`config.mk`:
```
export PLATFORM = sky130hd
export DESIGN_NAME = lcd_4bit_write_sequencer_top
export DESIGN_NICKNAME = d
export VERILOG_FILES = /design/src/rtl/core/lcd4ws_pkg.sv /design/src/rtl/core/lcd_4bit_write_sequencer_top.sv
export SDC_FILE = /design/constraint.sdc
export NUM_CORES = 1
export LEC_CHECK = 0
export BUFFER_PORTS_ARGS = -buffer_cell sky130_fd_sc_hd__buf_2
export CORE_UTILIZATION = 40
export DETAILED_ROUTE_END_ITERATION = 12
export PLACE_DENSITY_LB_ADDON = 0.12
export SETUP_SLACK_MARGIN = 0.15
export SLEW_MARGIN = 10
export SYNTH_ARGS = -nofsm -noshare
export SYNTH_HDL_FRONTEND = slang
export SYNTH_SLANG_ARGS = --single-unit
```
`constraint.sdc`:
```
create_clock -name clk_i -period 5.5 [get_ports clk_i]
set_clock_uncertainty 0.15 [all_clocks]
set_input_delay 0.825 -clock clk_i [delete_from_list [all_inputs] [get_ports clk_i]]
set_output_delay 0.825 -clock clk_i [all_outputs]
set_load 0.005 [all_outputs]
```
`src/rtl/core/lcd4ws_pkg.sv`:
```
// Shared types, codes and constants for the 4-bit character LCD write sequencer.
// No dependencies; used by the top level and its testbench.
`timescale 1ns / 1ps
`default_nettype none

package lcd4ws_pkg;

  localparam int unsigned WAIT_BITS_DEFAULT = 20;

  // Configuration register resets
  localparam logic [19:0] POWERUP_WAIT_RST  = 20'd100000;
  localparam logic [15:0] NIBBLE_WAIT_RST   = 16'd5000;
  localparam logic [15:0] COMMAND_WAIT_RST  = 16'd50;
  localparam logic [15:0] CLEAR_WAIT_RST    = 16'd2000;

  typedef enum logic [1:0] {
    CMD_TICK   = 2'd0,
    CMD_INIT   = 2'd1,
    CMD_NIBBLE = 2'd2,
    CMD_BYTE   = 2'd3
  } command_e;

  typedef enum logic [1:0] {
    REG_POWERUP_WAIT = 2'd0,
    REG_NIBBLE_WAIT  = 2'd1,
    REG_COMMAND_WAIT = 2'd2,
    REG_CLEAR_WAIT   = 2'd3
  } reg_index_e;

  typedef enum logic [3:0] {
    PH_IDLE    = 4'b0001,
    PH_POWERUP = 4'b0010,
    PH_EHIGH   = 4'b0100,
    PH_WAIT    = 4'b1000
  } phase_e;

  typedef enum logic [1:0] {
    WS_NIBBLE  = 2'd0,
    WS_COMMAND = 2'd1,
    WS_CLEAR   = 2'd2
  } wait_sel_e;

  typedef struct packed {
    logic      is_byte;
    logic [7:0] value;
    wait_sel_e wsel;
  } init_item_t;

  // Power-on init script: three 0x3 nibbles, one 0x2 nibble, then
  // function set, display on, cursor shift and clear display bytes.
  function automatic init_item_t init_item(input logic [2:0] k);
    init_item_t it;
    unique case (k)
      3'd0, 3'd1, 3'd2: it = '{is_byte: 1'b0, value: 8'h03, wsel: WS_NIBBLE};
      3'd3:             it = '{is_byte: 1'b0, value: 8'h02, wsel: WS_NIBBLE};
      3'd4:             it = '{is_byte: 1'b1, value: 8'h28, wsel: WS_COMMAND};
      3'd5:             it = '{is_byte: 1'b1, value: 8'h0c, wsel: WS_COMMAND};
      3'd6:             it = '{is_byte: 1'b1, value: 8'h14, wsel: WS_COMMAND};
      default:          it = '{is_byte: 1'b1, value: 8'h01, wsel: WS_CLEAR};
    endcase
    return it;
  endfunction

endpackage

`default_nettype wire

```
`src/rtl/core/lcd_4bit_write_sequencer_top.sv`:
```
// A result appears on the output register in the cycle after its transaction is taken.
// Throughput: one transaction per cycle; a tick is one step of the wait counter and phase FSM.
// The input side stalls only while a result is held by a stalled output register.
// Reset: phase idle, counters and pins low, registers at their default waits.
// No memories, so no clearing pass after reset.
// Depends on lcd4ws_pkg.
`timescale 1ns / 1ps
`default_nettype none

module lcd_4bit_write_sequencer_top #(
  parameter int unsigned WAIT_BITS = lcd4ws_pkg::WAIT_BITS_DEFAULT
) (
  input  wire logic        clk_i,
  input  wire logic        rst_ni,
  // request channel
  input  wire logic        in_valid_i,
  output logic             in_stall_o,
  input  wire logic [1:0]  command_i,
  input  wire logic [7:0]  byte_value_i,
  input  wire logic        register_select_i,
  input  wire logic [15:0] post_wait_us_i,
  // result channel
  output logic             out_valid_o,
  input  wire logic        out_stall_i,
  output logic [3:0]       lcd_data_o,
  output logic             lcd_enable_o,
  output logic             lcd_rs_o,
  output logic             busy_res_o,
  output logic             accepted_o,
  // configuration
  input  wire logic        psel,
  input  wire logic        penable,
  input  wire logic        pwrite,
  input  wire logic [3:0]  paddr,
  input  wire logic [31:0] pwdata,
  output logic [31:0]      prdata,
  output logic             pready
);

  // ---------------- configuration registers ----------------
  logic [19:0] powerup_wait_q;
  logic [15:0] nibble_wait_q, command_wait_q, clear_wait_q;
  logic        cfg_wr;
  lcd4ws_pkg::reg_index_e cfg_idx;

  assign pready  = 1'b1;
  assign cfg_wr  = psel && penable && pwrite && pready;
  assign cfg_idx = lcd4ws_pkg::reg_index_e'(paddr[3:2]);

  always_ff @(posedge clk_i or negedge rst_ni) begin
    if (!rst_ni) begin
      powerup_wait_q <= lcd4ws_pkg::POWERUP_WAIT_RST;
      nibble_wait_q  <= lcd4ws_pkg::NIBBLE_WAIT_RST;
      command_wait_q <= lcd4ws_pkg::COMMAND_WAIT_RST;
      clear_wait_q   <= lcd4ws_pkg::CLEAR_WAIT_RST;
    end else if (cfg_wr) begin
      unique case (cfg_idx)
        lcd4ws_pkg::REG_POWERUP_WAIT: powerup_wait_q <= pwdata[19:0];
        lcd4ws_pkg::REG_NIBBLE_WAIT:  nibble_wait_q  <= pwdata[15:0];
        lcd4ws_pkg::REG_COMMAND_WAIT: command_wait_q <= pwdata[15:0];
        default:                      clear_wait_q   <= pwdata[15:0];
      endcase
    end
  end

  always_comb begin
    unique case (cfg_idx)
      lcd4ws_pkg::REG_POWERUP_WAIT: prdata = 32'(powerup_wait_q);
      lcd4ws_pkg::REG_NIBBLE_WAIT:  prdata = 32'(nibble_wait_q);
      lcd4ws_pkg::REG_COMMAND_WAIT: prdata = 32'(command_wait_q);
      default:                      prdata = 32'(clear_wait_q);
    endcase
  end

  // ---------------- handshake ----------------
  logic in_fire;
  logic out_valid_q;

  assign in_stall_o = out_valid_q && out_stall_i;
  assign in_fire    = in_valid_i && !in_stall_o;

  // ---------------- sequencer state ----------------
  lcd4ws_pkg::phase_e   phase_q, phase_d;
  logic [WAIT_BITS-1:0] wait_count_q, wait_count_d;
  logic [3:0]           init_step_q, init_step_d;
  logic [7:0]           held_byte_q, held_byte_d;
  logic                 held_rs_q, held_rs_d;
  logic [15:0]          held_wait_q, held_wait_d;
  logic                 low_pending_q, low_pending_d;
  logic [3:0]           pin_data_q, pin_data_d;
  logic                 pin_en_q, pin_en_d;
  logic                 pin_rs_q, pin_rs_d;
  logic                 acc;

  logic [WAIT_BITS-1:0] ehigh_wait, wait_dec, powerup_masked;
  logic                 idle_now;
  logic                 go_init, finish;
  logic [2:0]           init_k;
  lcd4ws_pkg::init_item_t item;
  logic [15:0]          item_wait;

  assign ehigh_wait     = low_pending_q ? WAIT_BITS'(1) : WAIT_BITS'(held_wait_q);
  assign wait_dec       = (wait_count_q != '0) ? wait_count_q - WAIT_BITS'(1) : '0;
  assign powerup_masked = WAIT_BITS'(powerup_wait_q);
  assign idle_now       = !(phase_q == lcd4ws_pkg::PH_POWERUP ||
                            phase_q == lcd4ws_pkg::PH_EHIGH ||
                            phase_q == lcd4ws_pkg::PH_WAIT);

  assign item = lcd4ws_pkg::init_item(init_k);
  always_comb begin
    unique case (item.wsel)
      lcd4ws_pkg::WS_NIBBLE:  item_wait = nibble_wait_q;
      lcd4ws_pkg::WS_COMMAND: item_wait = command_wait_q;
      default:                item_wait = clear_wait_q;
    endcase
  end

  always_comb begin
    phase_d       = phase_q;
    wait_count_d  = wait_count_q;
    init_step_d   = init_step_q;
    held_byte_d   = held_byte_q;
    held_rs_d     = held_rs_q;
    held_wait_d   = held_wait_q;
    low_pending_d = low_pending_q;
    pin_data_d    = pin_data_q;
    pin_en_d      = pin_en_q;
    pin_rs_d      = pin_rs_q;
    acc           = 1'b0;
    go_init       = 1'b0;
    finish        = 1'b0;
    init_k        = '0;

    if (lcd4ws_pkg::command_e'(command_i) == lcd4ws_pkg::CMD_TICK) begin
      unique case (phase_q)
        lcd4ws_pkg::PH_POWERUP: begin
          if (wait_count_q > WAIT_BITS'(1)) begin
            wait_count_d = wait_count_q - WAIT_BITS'(1);
          end else begin
            wait_count_d = '0;
            go_init      = 1'b1;
          end
        end
        lcd4ws_pkg::PH_EHIGH: begin
          pin_en_d     = 1'b0;
          wait_count_d = ehigh_wait;
          phase_d      = lcd4ws_pkg::PH_WAIT;
          finish       = (ehigh_wait == '0);
        end
        lcd4ws_pkg::PH_WAIT: begin
          wait_count_d = wait_dec;
          finish       = (wait_dec == '0);
        end
        default: phase_d = lcd4ws_pkg::PH_IDLE;
      endcase
    end else if (idle_now) begin
      acc = 1'b1;
      unique case (lcd4ws_pkg::command_e'(command_i))
        lcd4ws_pkg::CMD_INIT: begin
          wait_count_d = powerup_masked;
          if (powerup_masked == '0) begin
            go_init = 1'b1;
          end else begin
            init_step_d = '0;
            phase_d     = lcd4ws_pkg::PH_POWERUP;
          end
        end
        lcd4ws_pkg::CMD_NIBBLE: begin
          init_step_d   = '0;
          held_rs_d     = register_select_i;
          held_wait_d   = post_wait_us_i;
          low_pending_d = 1'b0;
          pin_data_d    = byte_value_i[3:0];
          pin_en_d      = 1'b1;
          pin_rs_d      = register_select_i;
          phase_d       = lcd4ws_pkg::PH_EHIGH;
        end
        default: begin
          init_step_d   = '0;
          held_byte_d   = byte_value_i;
          held_rs_d     = register_select_i;
          held_wait_d   = post_wait_us_i;
          low_pending_d = 1'b1;
          pin_data_d    = byte_value_i[7:4];
          pin_en_d      = 1'b1;
          pin_rs_d      = register_select_i;
          phase_d       = lcd4ws_pkg::PH_EHIGH;
        end
      endcase
    end

    // end of a nibble's wait: low nibble, next init item, or done
    if (finish) begin
      if (low_pending_q) begin
        low_pending_d = 1'b0;
        pin_data_d    = held_byte_q[3:0];
        pin_en_d      = 1'b1;
        pin_rs_d      = held_rs_q;
        phase_d       = lcd4ws_pkg::PH_EHIGH;
      end else if (init_step_q != '0 && !init_step_q[3]) begin
        go_init = 1'b1;
        init_k  = init_step_q[2:0];
      end else begin
        init_step_d = '0;
        phase_d     = lcd4ws_pkg::PH_IDLE;
      end
    end

    if (go_init) begin
      init_step_d   = 4'({1'b0, init_k}) + 4'd1;
      held_rs_d     = 1'b0;
      held_wait_d   = item_wait;
      low_pending_d = item.is_byte;
      if (item.is_byte) begin
        held_byte_d = item.value;
      end
      pin_data_d    = item.is_byte ? item.value[7:4] : item.value[3:0];
      pin_en_d      = 1'b1;
      pin_rs_d      = 1'b0;
      phase_d       = lcd4ws_pkg::PH_EHIGH;
    end
  end

  always_ff @(posedge clk_i or negedge rst_ni) begin
    if (!rst_ni) begin
      phase_q       <= lcd4ws_pkg::PH_IDLE;
      wait_count_q  <= '0;
      init_step_q   <= '0;
      held_byte_q   <= '0;
      held_rs_q     <= 1'b0;
      held_wait_q   <= '0;
      low_pending_q <= 1'b0;
      pin_data_q    <= '0;
      pin_en_q      <= 1'b0;
      pin_rs_q      <= 1'b0;
    end else if (in_fire) begin
      phase_q       <= phase_d;
      wait_count_q  <= wait_count_d;
      init_step_q   <= init_step_d;
      held_byte_q   <= held_byte_d;
      held_rs_q     <= held_rs_d;
      held_wait_q   <= held_wait_d;
      low_pending_q <= low_pending_d;
      pin_data_q    <= pin_data_d;
      pin_en_q      <= pin_en_d;
      pin_rs_q      <= pin_rs_d;
    end
  end

  // ---------------- result register ----------------
  logic [3:0] lcd_data_q;
  logic       lcd_enable_q, lcd_rs_q, busy_q, accepted_q;

  always_ff @(posedge clk_i or negedge rst_ni) begin
    if (!rst_ni) begin
      out_valid_q <= 1'b0;
    end else if (in_fire) begin
      out_valid_q <= 1'b1;
    end else if (!out_stall_i) begin
      out_valid_q <= 1'b0;
    end
  end

  always_ff @(posedge clk_i) begin
    if (in_fire) begin
      lcd_data_q   <= pin_data_d;
      lcd_enable_q <= pin_en_d;
      lcd_rs_q     <= pin_rs_d;
      busy_q       <= (phase_d != lcd4ws_pkg::PH_IDLE);
      accepted_q   <= acc;
    end
  end

  assign out_valid_o  = out_valid_q;
  assign lcd_data_o   = lcd_data_q;
  assign lcd_enable_o = lcd_enable_q;
  assign lcd_rs_o     = lcd_rs_q;
  assign busy_res_o   = busy_q;
  assign accepted_o   = accepted_q;

endmodule

`default_nettype wire

```
# Word-level counts from Yosys, hierarchy flattened
# Cells that the tools add are included.
# W data, S select, Z words.
[op_classes]
muxes = 83
eq_ne = 21
bitwise_logic = 1
reduce_logical = 29
n_addsub = 2
order_cmp = 1
[ops]
columns = ["cell", "n"]
rows = [
  ["$pmux W20 S3", 2],
  ["$mux W20", 5],
  ["$mux W4", 22],
  ["$mux W16", 5],
  ["$logic_not A20 Y1", 3],
  ["$pmux W11 S5", 1],
  ["$mux W8", 5],
  ["$mux W1", 35],
  ["$pmux W16 S2", 1],
  ["$gt A20 B1 Y1 const B", 1],
  ["$reduce_bool A20 Y1", 1],
  ["$sub A20 B1 Y20 const B", 1],
  ["$pmux W4 S2", 2],
  ["$eq A3 B3 Y1 const B", 3],
  ["$mux W3", 3],
  ["$reduce_and A2 Y1", 4],
  ["$reduce_and A4 Y1", 2],
  ["$eq A2 B1 Y1 const B", 3],
  ["$eq A3 B2 Y1 const B", 2],
  ["$logic_not A2 Y1", 3],
  ["$ne A2 B2 Y1 const B", 3],
  ["$reduce_or A3 Y1", 2],
  ["$logic_and A1 B1 Y1", 5],
  ["$add A3 B1 Y4 const B", 1],
  ["16 further kinds", 22],
]
[word_totals]
ff_bits = 137
input_bits = 70
word_cells = 157

# Logic depth before layout (Yosys ltp)
# Gate-level depths: netlist (run 1).
[logic_depth]
word_depth = 12
mapped_depth = 22
depth_no_buf = 18

# Worst setup path before layout (run 1)
# Ideal clock, no wire load.
[synth_timing]
path_type = "register to register"
start = "register wait_count_q[11]"
end = "register held_wait_q[6]"
path_stages_with_launch = 20
setup_ns = 0.077
synth_period_minus_slack_ns = 4.416
path_slack_ns = 1.084
arrival_time_ns = 4.189
cell_sequence = "dfrtp_1 buf_6 or4_4 or4_4 or3_1 xor2_1 a41o_2 and3_1 buf_2 nand2_1 inv_1 ha_1 nand2b_1 nor2_1 a21oi_1 nor2_1 clkbuf_1 a22o_1 a21oi_1 a21oi_1"
[synth_between]
elab_chain_len = 12
elab_cells_between_ends = 31
cone_classes = "1 x add/sub; 1 x order compare; 10 x eq/ne; 13 x mux; 6 x reduce/logical"
[synth_rtl]
columns = ["item", "line_no", "rtl"]
rows = [
  ["from (decl)", "lcd_4bit_write_sequencer_top.sv:84", "logic [WAIT_BITS-1:0] wait_count_q, wait_count_d;"],
  ["from (signal assigned)", "lcd_4bit_write_sequencer_top.sv:238", "wait_count_q <= wait_count_d;"],
  ["$sub A20 B1 Y20 / $reduce_bool A20 Y1 (equally long branches)", "lcd_4bit_write_sequencer_top.sv:103", "assign wait_dec = (wait_count_q != '0) ? wait_count_q - WAIT_BITS'(1) : '0;"],
  ["$mux W20", "lcd_4bit_write_sequencer_top.sv:103", ""],
  ["$logic_not A20 Y1", "lcd_4bit_write_sequencer_top.sv:152", "finish = (wait_dec == '0);"],
  ["$pmux W1 S2", "lcd_4bit_write_sequencer_top.sv:135", "unique case (phase_q)"],
  ["$mux W1", "lcd_4bit_write_sequencer_top.sv:134", "if (lcd4ws_pkg::command_e'(command_i) == lcd4ws_pkg::CMD_TICK) begin"],
  ["$mux W3", "lcd_4bit_write_sequencer_top.sv:193", "if (finish) begin"],
  ["$eq A3 B1 Y1 (tied with other cells)", "lcd4ws_pkg.sv:53", "unique case (k)"],
  ["$reduce_or A3 Y1", "lcd4ws_pkg.sv:53", ""],
  ["$pmux W11 S5", "lcd4ws_pkg.sv:53", ""],
  ["$eq A2 B1 Y1 / $logic_not A2 Y1 (equally long branches)", "lcd_4bit_write_sequencer_top.sv:111", "unique case (item.wsel)"],
  ["$pmux W16 S2", "lcd_4bit_write_sequencer_top.sv:111", ""],
  ["$mux W16", "lcd_4bit_write_sequencer_top.sv:209", "if (go_init) begin"],
  ["to (signal assigned)", "lcd_4bit_write_sequencer_top.sv:242", "held_wait_q <= held_wait_d;"],
  ["to (decl)", "lcd_4bit_write_sequencer_top.sv:88", "logic [15:0] held_wait_q, held_wait_d;"],
]
# Several ways; a longest one is shown, not always the timed one.
# A chain may end at the register's enable or synchronous reset.

# Final worst setup path (run 1)
[layout_timing]
start = "register wait_count_q[12]"
end = "register held_wait_q[3]"
# The elaborated chain is that of the path after synthesis.

==> results.yml, run 1 <==
global_routing:
  grt_pass1_vias: 6092
  antenna_found_initial: 0
  grt_first_pass_wirelength_um: 33620
  grt_start_max_net_pins: 78
  global_route.usage.total: 0.2213
  gr-total-overflow: 0
synthesis:
  synthDistinctLibCells: 66
  yosys_most_used_dff: "sky130_fd_sc_hd__dfrtp_1"
  syn-cell-area_um2: 7647
  async_reset_ff_frac: 0.9398
  yosys_warnings: 0
  edff_count_synth: 8
  synth.yosys.seq_area_share: 0.4439
  post_synth.cell_area_avg_um2: 10.24
  postSynthCellCount: 747
  yosys_register_bits: 133
cts:
  clkTransAtPathRegs_ps: 60
  clock_tree.htree_level_count: 4
  postCtsSetupRepairBufs: 0
  post_cts_hold_buffer_count: 0
  clock_insertion_delay_at_the_later_pin_of_the_skew_report_ps: 420
  cts_made_buffers: 17
  clockBufferDepth: 2
  clock_sink_count: 133
  clockRootBuffer: "sky130_fd_sc_hd__clkbuf_16"
  cts_resized: 0
  tritoncts: "built"
timing:
  slew_viols_final: 0
  fin_hold_ws_ps: 332.0
  finalSetupViolCount: 0
  timing.final.crit_share: 0.8597
  fin_setup_tns_ps: 0
  relSlewSlack: 0.2264
  timing.final.hold_violations: 0
  timing.final.crit_period_ps: 4728
  timing_worst_slew_pin_value_ps: 1160
  rsz0062_at_grt: "no"
  max_clock_freq_ghz: 0.2115
routing:
  pre_antenna_drt_iters: 5
  antenna_left: 0
  vias_per_cell: 5.720
  avgRoutedWirePerCell_um: 19.76
  vias: 6063
  post-route-drc-count: 0
  routed_wirelength_um: 20940
  drtIter0Drc: 336
place:
  post-place-cells: 1028
  post-dp-hpwl_um: 14540
  gpl.final_weighted_congestion: 0.8352
  portBuffers: 85
worst_setup_path:
  critical-path-slowest-cell: "sky130_fd_sc_hd__or4_4"
  crit_arrival_ps: 4840
  setup.worst_path.class: "reg -> reg"
  path_common_cell: "sky130_fd_sc_hd__a21oi_1"
  timing.critical_path.cells: "or4_4 > or4_4 > a2111oi_4 > a21oi_2 > o41ai_4 > and3_1 > nand2_1 > inv_1 > ha_1 > nand2b_1 > nor2_1 > a21oi_1 > nor2_1 > buf_4 > a22o_1 > a21oi_1 > a21oi_1"
  worst_setup_path_start_kind: "flop"
  timing.critical_path.to_type: "flop"
  worstPathRequired_ps: 5610
  cpPeakStageDelay_ps: 570
  worst_path_maximum_fanout: 16
layout:
  antenna_cells: 0
  layout.cells.most_common_list: "sky130_fd_sc_hd__dfrtp_1 (104), sky130_fd_sc_hd__buf_2 (84), sky130_fd_sc_hd__nand2_1 (78), sky130_fd_sc_hd__mux2_2 (70), sky130_fd_sc_hd__o21ai_0 (57)"
  finish.cell_count_without_fillers: 1060
  most_common_library_cell_in_the_layout_ignoring_fill_and_taps: "sky130_fd_sc_hd__dfrtp_1"
  flow.area_growth_from_synthesis_pct: 15.67
  nNetsFinal: 893
  layout-drive-gt1-share: 0.3002
power:
  leakage_uw: 0.003797
  ir_drop_v: 0.0002969
  pwr_density_nw_per_um2: 473.8
die:
  fp.dieH_um: 140.3
  placementRows: 50
  die_w_um: 140.3
  initial_utilization: 0.4088
  die-area_um2: 19680
  floorplan.io_pins: 113
  core_region_area_um2: 18710
outcome:
  run_status: "finished, final reports clean"
flow_run:
  max-cap-violations: 0
min_path:
  min-delay-path-class: "reg -> reg"
## final timing paths
| check | start | endpoint | slack (ps) | cells past startpoint |
|---|---|---|---|---|
| hold reg to reg | pin_rs_q$_DFFE_PN0P_ | pin_rs_q$_DFFE_PN0P_ | 330 | 2 |
| setup reg to reg | wait_count_q[12]$_DFFE_PN0P_ | held_wait_q[3]$_DFFE_PN0P_ | 770 | 17 |
| min in group asynchronous | rst_ni | wait_count_q[17]$_DFFE_PN0P_ | 440 | 1 |
| hold / removal | pin_rs_q$_DFFE_PN0P_ | pin_rs_q$_DFFE_PN0P_ | 330 | 2 |
| max in group asynchronous | rst_ni | powerup_masked[19]$_DFFE_PN0P_ | 3520 | 2 |
| setup / recovery | wait_count_q[12]$_DFFE_PN0P_ | held_wait_q[3]$_DFFE_PN0P_ | 770 | 17 |
## registers in the layout (all words and copies together) (netlist names)
signal and count:
low_pending_q 1, accepted_o 1, out_valid_o 1, busy_res_o 1
held_wait_q 16, init_step_q 4, lcd_data_o 4, phase_q 4
held_byte_q 4, clear_wait_q 16, held_rs_q 1, pin_data_q 4
command_wait_q 16, powerup_masked 20, lcd_enable_o 1, wait_count_q 20
nibble_wait_q 16, pin_rs_q 1, lcd_rs_o 1, pin_en_q 1
## power by group
| part | switching [uW] | total, uW | internal (uW) |
|---|---|---|---|
| logic | 672 | 1240 | 566 |
| clock network | 441 | 1270 | 825 |
| registers | 353 | 1690 | 1330 |
| total | 1470 | 4190 | 2730 |
## metal layers
metal / vias up / wire length (um) / global-route usage / part of all wire
met5: - / 0 / 0 / 0
met4: 0 / 400 / 0.07577 / 0.019
met3: 27 / 737 / 0.03761 / 0.035
met2: 165 / 10090 / 0.3653 / 0.48
met1: 3000 / 9715 / 0.2942 / 0.46
li1: 2871 / - / - / -
## cells by family (layout without fill, tap and decap cells)
family	Yosys count	count (layout)	synth area share
xor+xnor	17	17	0.01947
compound gates	202	202	0.1747
fa+ha+maj	10	10	0.01636
buf+inv	72	140	0.04532
flops	133	133	0.4439
other cells	2	13	0.0009820
mux	89	89	0.1541
simple gates	222	222	0.1451
## area by class of cell
type | count | area (um2)
well taps | 234 | 292.8
multi-input cells | 553 | 3950
clock inverters | 10 | 165.2
fillers | 1742 | 9859
clock buffers | 22 | 495.5
flip-flops and latches | 133 | 3395
repair buffers | 94 | 495.5
inverters | 14 | 52.55
## synth_stat cells, types with 14 or more instances
master	number	area (um2)
sky130_fd_sc_hd__nor3_1	14	70.07
sky130_fd_sc_hd__inv_1	14	52.55
sky130_fd_sc_hd__nor2_1	40	150.1
sky130_fd_sc_hd__mux4_2	16	360.4
sky130_fd_sc_hd__nor2b_1	22	137.6
sky130_fd_sc_hd__dfstp_2	21	551.8
sky130_fd_sc_hd__nor4_1	15	93.84
sky130_fd_sc_hd__a22o_1	19	166.4
sky130_fd_sc_hd__mux2_2	70	788.3
sky130_fd_sc_hd__dfrtp_1	104	2603
sky130_fd_sc_hd__clkbuf_1	35	131.4
sky130_fd_sc_hd__o21ai_0	57	285.3
sky130_fd_sc_hd__a21oi_1	45	225.2
sky130_fd_sc_hd__o22ai_1	18	112.6
sky130_fd_sc_hd__nand2_1	78	292.8
## critical path: cells and delay by family (launching register included)
family	cells	cell delay (ps)
adder cells (fa/ha/maj)	1	200
buffers and inverters	2	340
AO/OA/AOI/OAI	7	1610
AND/OR/NAND/NOR	7	1810
flip-flops	1	450
## metrics by stage
step	worst slack, ps	power, uW	util	area, um2
floorplan	1084	2520	-	7689
global placement	848.1	2880	0.4376	8185
detailed placement	769.0	2915	0.4376	8185
CTS	752.0	4196	0.4729	8846
global route	404.5	4443	0.4729	8846
finish	771.7	4191	0.4729	8846
Note: power is estimated with default switching activity, not from simulation.
==> run 2, diff against run 1 <==
- GPL_TIMING_DRIVEN: default -> 0
- MAX_ROUTING_LAYER: default -> met4
- clock period: 5.5 -> 5.8 ns (I/O delays scaled with it)
==> results.yml, run 2 (same netlist as run 1, synthesis figures left out) <==
routing:
  pre_antenna_drt_iters: 6
  avgRoutedWirePerCell_um: 19.67
  drtIter0Drc: 417
  vias_per_cell: 5.767
  antenna_left: 0
  post-route-drc-count: 0
  vias: 6401
  routed_wirelength_um: 21830
layout:
  finish.cell_count_without_fillers: 1110
  antenna_cells: 0
  most_common_library_cell_in_the_layout_ignoring_fill_and_taps: "sky130_fd_sc_hd__dfrtp_1"
  nNetsFinal: 943
  layout-drive-gt1-share: 0.3002
  layout.cell_area.non_filler_um2: 9039
  layout.cells.most_common_list: "sky130_fd_sc_hd__dfrtp_1 (104), sky130_fd_sc_hd__buf_2 (88), sky130_fd_sc_hd__nand2_1 (78), sky130_fd_sc_hd__mux2_2 (70), sky130_fd_sc_hd__o21ai_0 (57)"
  filler_cell_count: 1740
  flow.area_growth_from_synthesis_pct: 18.19
cts:
  clock_tree.htree_level_count: 4
  tritoncts: "built"
  clock_sink_count: 133
  clockBufferDepth: 2
  post_cts_hold_buffer_count: 0
  cts_made_buffers: 17
  clockRootBuffer: "sky130_fd_sc_hd__clkbuf_16"
  clkTransAtPathRegs_ps: 60
  clock_insertion_delay_at_the_later_pin_of_the_skew_report_ps: 430
  postCtsSetupRepairBufs: 0
die:
  floorplan.io_pins: 113
  die_w_um: 140.3
  placementRows: 50
  initial_utilization: 0.4088
  die-area_um2: 19680
  fp.dieH_um: 140.3
  core_region_area_um2: 18710
timing:
  timing_worst_slew_pin_value_ps: 1047
  slew_viols_final: 0
  max_clock_freq_ghz: 0.1893
  timing.final.crit_period_ps: 5283
  rsz0062_at_grt: "no"
  fin_setup_tns_ps: 0
  finalSetupViolCount: 0
  relSlewSlack: 0.2920
  timing.final.crit_share: 0.9108
  timing.final.hold_violations: 0
place:
  placement.cell_area_um2: 8441
  post-place-cells: 1078
  post-dp-hpwl_um: 15800
  gpl.final_weighted_congestion: 0.8868
  portBuffers: 85
worst_setup_path:
  setup.worst_path.class: "reg -> reg"
  crit_arrival_ps: 5480
  worstReg2RegStart: "wait_count_q[0]$_DFFE_PN0P_"
  worst_setup_path_start_kind: "flop"
  timing.critical_path.to_type: "flop"
  r2r_slack_ps: 520
  worstPathRequired_ps: 6000
  crit-reg2reg-capture: "held_wait_q[13]$_DFFE_PN0P_"
  crit_end: "held_wait_q[13]$_DFFE_PN0P_"
  worst_setup_path_startpoint: "wait_count_q[0]$_DFFE_PN0P_"
  worst_path_maximum_fanout: 10
  r2r_cells: 20
power:
  cellInternalPower_uw: 2437
  sequential_power_share: 0.396
  netSwitchingFraction: 0.3753
  clock_power_share: 0.277
  pwr_density_nw_per_um2: 431.6
  ir_drop_v: 0.0002378
  comb_power_share: 0.328
  total_switching_power_uw: 1464
  leakage_uw: 0.003885
  fin_total_pwr_uw: 3901
global_routing:
  gr-total-overflow: 0
  grt_pass1_vias: 6298
  grt_start_max_net_pins: 80
  global_route.usage.total: 0.2390
  grt_first_pass_wirelength_um: 34820
  antenna_found_initial: 0
outcome:
  run_status: "finished, final reports clean"
min_path:
  min-delay-path-class: "in -> async"
flow_run:
  max-cap-violations: 0
[run 2: cell types whose count changed in the layout (fill, tap and decap cells not counted), sizes merged]
cell    delta
buf       +15
bufinv     -3
clkbuf    +30
clkinv     +2
inv        +6
[run 2: repair_timing]
action	in CTS	in global routing
hold endpoints to repair	0	0
gates resized for setup	0	4
setup endpoints to repair	0	11
[run 2: cell type report]
| type | count | area [um2] | share of cell area |
|---|---|---|---|
| repair buffers | 86 | 459.2 | 0.05080 |
| well taps | 234 | 292.8 | 0.03239 |
| inverters | 14 | 52.55 | 0.005814 |
| plain buffers | 58 | 295.3 | 0.03267 |
| clock buffers | 17 | 425.4 | 0.04707 |
| clock inverters | 15 | 162.7 | 0.01800 |
| multi-input cells | 553 | 3956 | 0.4377 |
| flip-flops and latches | 133 | 3395 | 0.3756 |
[run 2: critical path, cell delays in order (launching register included)]
cell and delay, ps:
sky130_fd_sc_hd__dfrtp_1 380, sky130_fd_sc_hd__clkbuf_1 200, sky130_fd_sc_hd__inv_1 120, sky130_fd_sc_hd__ha_1 150, sky130_fd_sc_hd__clkbuf_1 370, sky130_fd_sc_hd__inv_1 180, sky130_fd_sc_hd__nor4_1 320, sky130_fd_sc_hd__xnor2_1 240
sky130_fd_sc_hd__nand4_1 210, sky130_fd_sc_hd__o41ai_4 540, sky130_fd_sc_hd__and3_1 240, sky130_fd_sc_hd__buf_2 160, sky130_fd_sc_hd__nand2_1 100, sky130_fd_sc_hd__ha_1 260, sky130_fd_sc_hd__nor2_1 110, sky130_fd_sc_hd__a21oi_1 80
sky130_fd_sc_hd__nor2_2 370, sky130_fd_sc_hd__clkbuf_1 550, sky130_fd_sc_hd__a22o_1 220, sky130_fd_sc_hd__a21oi_1 100, sky130_fd_sc_hd__a21oi_1 170
[run 2: through the flow]
stage	worst slack, ps	util	hold slack [ps]
2_1_floorplan	1384	-	296.0
3_3_place_gp	425.1	0.4494	309.3
3_5_place_dp	307.9	0.4512	325.5
4_1_cts	279.7	0.4827	243.3
5_1_grt	155.6	0.4832	240.7
6_report	517.2	0.4832	216.0
[run 2: worst min-delay path by stage]
| stage | startpoint | to | slack, ps |
|---|---|---|---|
| floorplan | pin_rs_q$_DFFE_PN0P_ | pin_rs_q$_DFFE_PN0P_ | 300 |
| global placement | pin_rs_q$_DFFE_PN0P_ | pin_rs_q$_DFFE_PN0P_ | 310 |
| detailed placement | pin_data_q[1]$_DFFE_PN0P_ | pin_data_q[1]$_DFFE_PN0P_ | 330 |
| CTS | rst_ni | wait_count_q[17]$_DFFE_PN0P_ | 240 |
| global route | rst_ni | wait_count_q[17]$_DFFE_PN0P_ | 240 |
| finish | rst_ni | wait_count_q[17]$_DFFE_PN0P_ | 220 |
[run 2: metal layers]
metal	up-vias	part of all wire	global-route usage
met5	-	0	-
met4	0	0.021	0.08560
li1	2977	-	-
met2	227	0.48	0.3776
met1	3159	0.45	0.3039
met3	38	0.049	0.04923
[run 2: power groups by stage]
| stage | logic (uW) | clock network (uW) | registers [uW] |
|---|---|---|---|
| after floorplan | 942 | 0 | 1450 |
| after global placement | 1230 | 0 | 1540 |
| after detailed placement | 1260 | 0 | 1550 |
| after CTS | 1270 | 1090 | 1540 |
| after global routing | 1430 | 1140 | 1580 |
| final | 1280 | 1080 | 1540 |
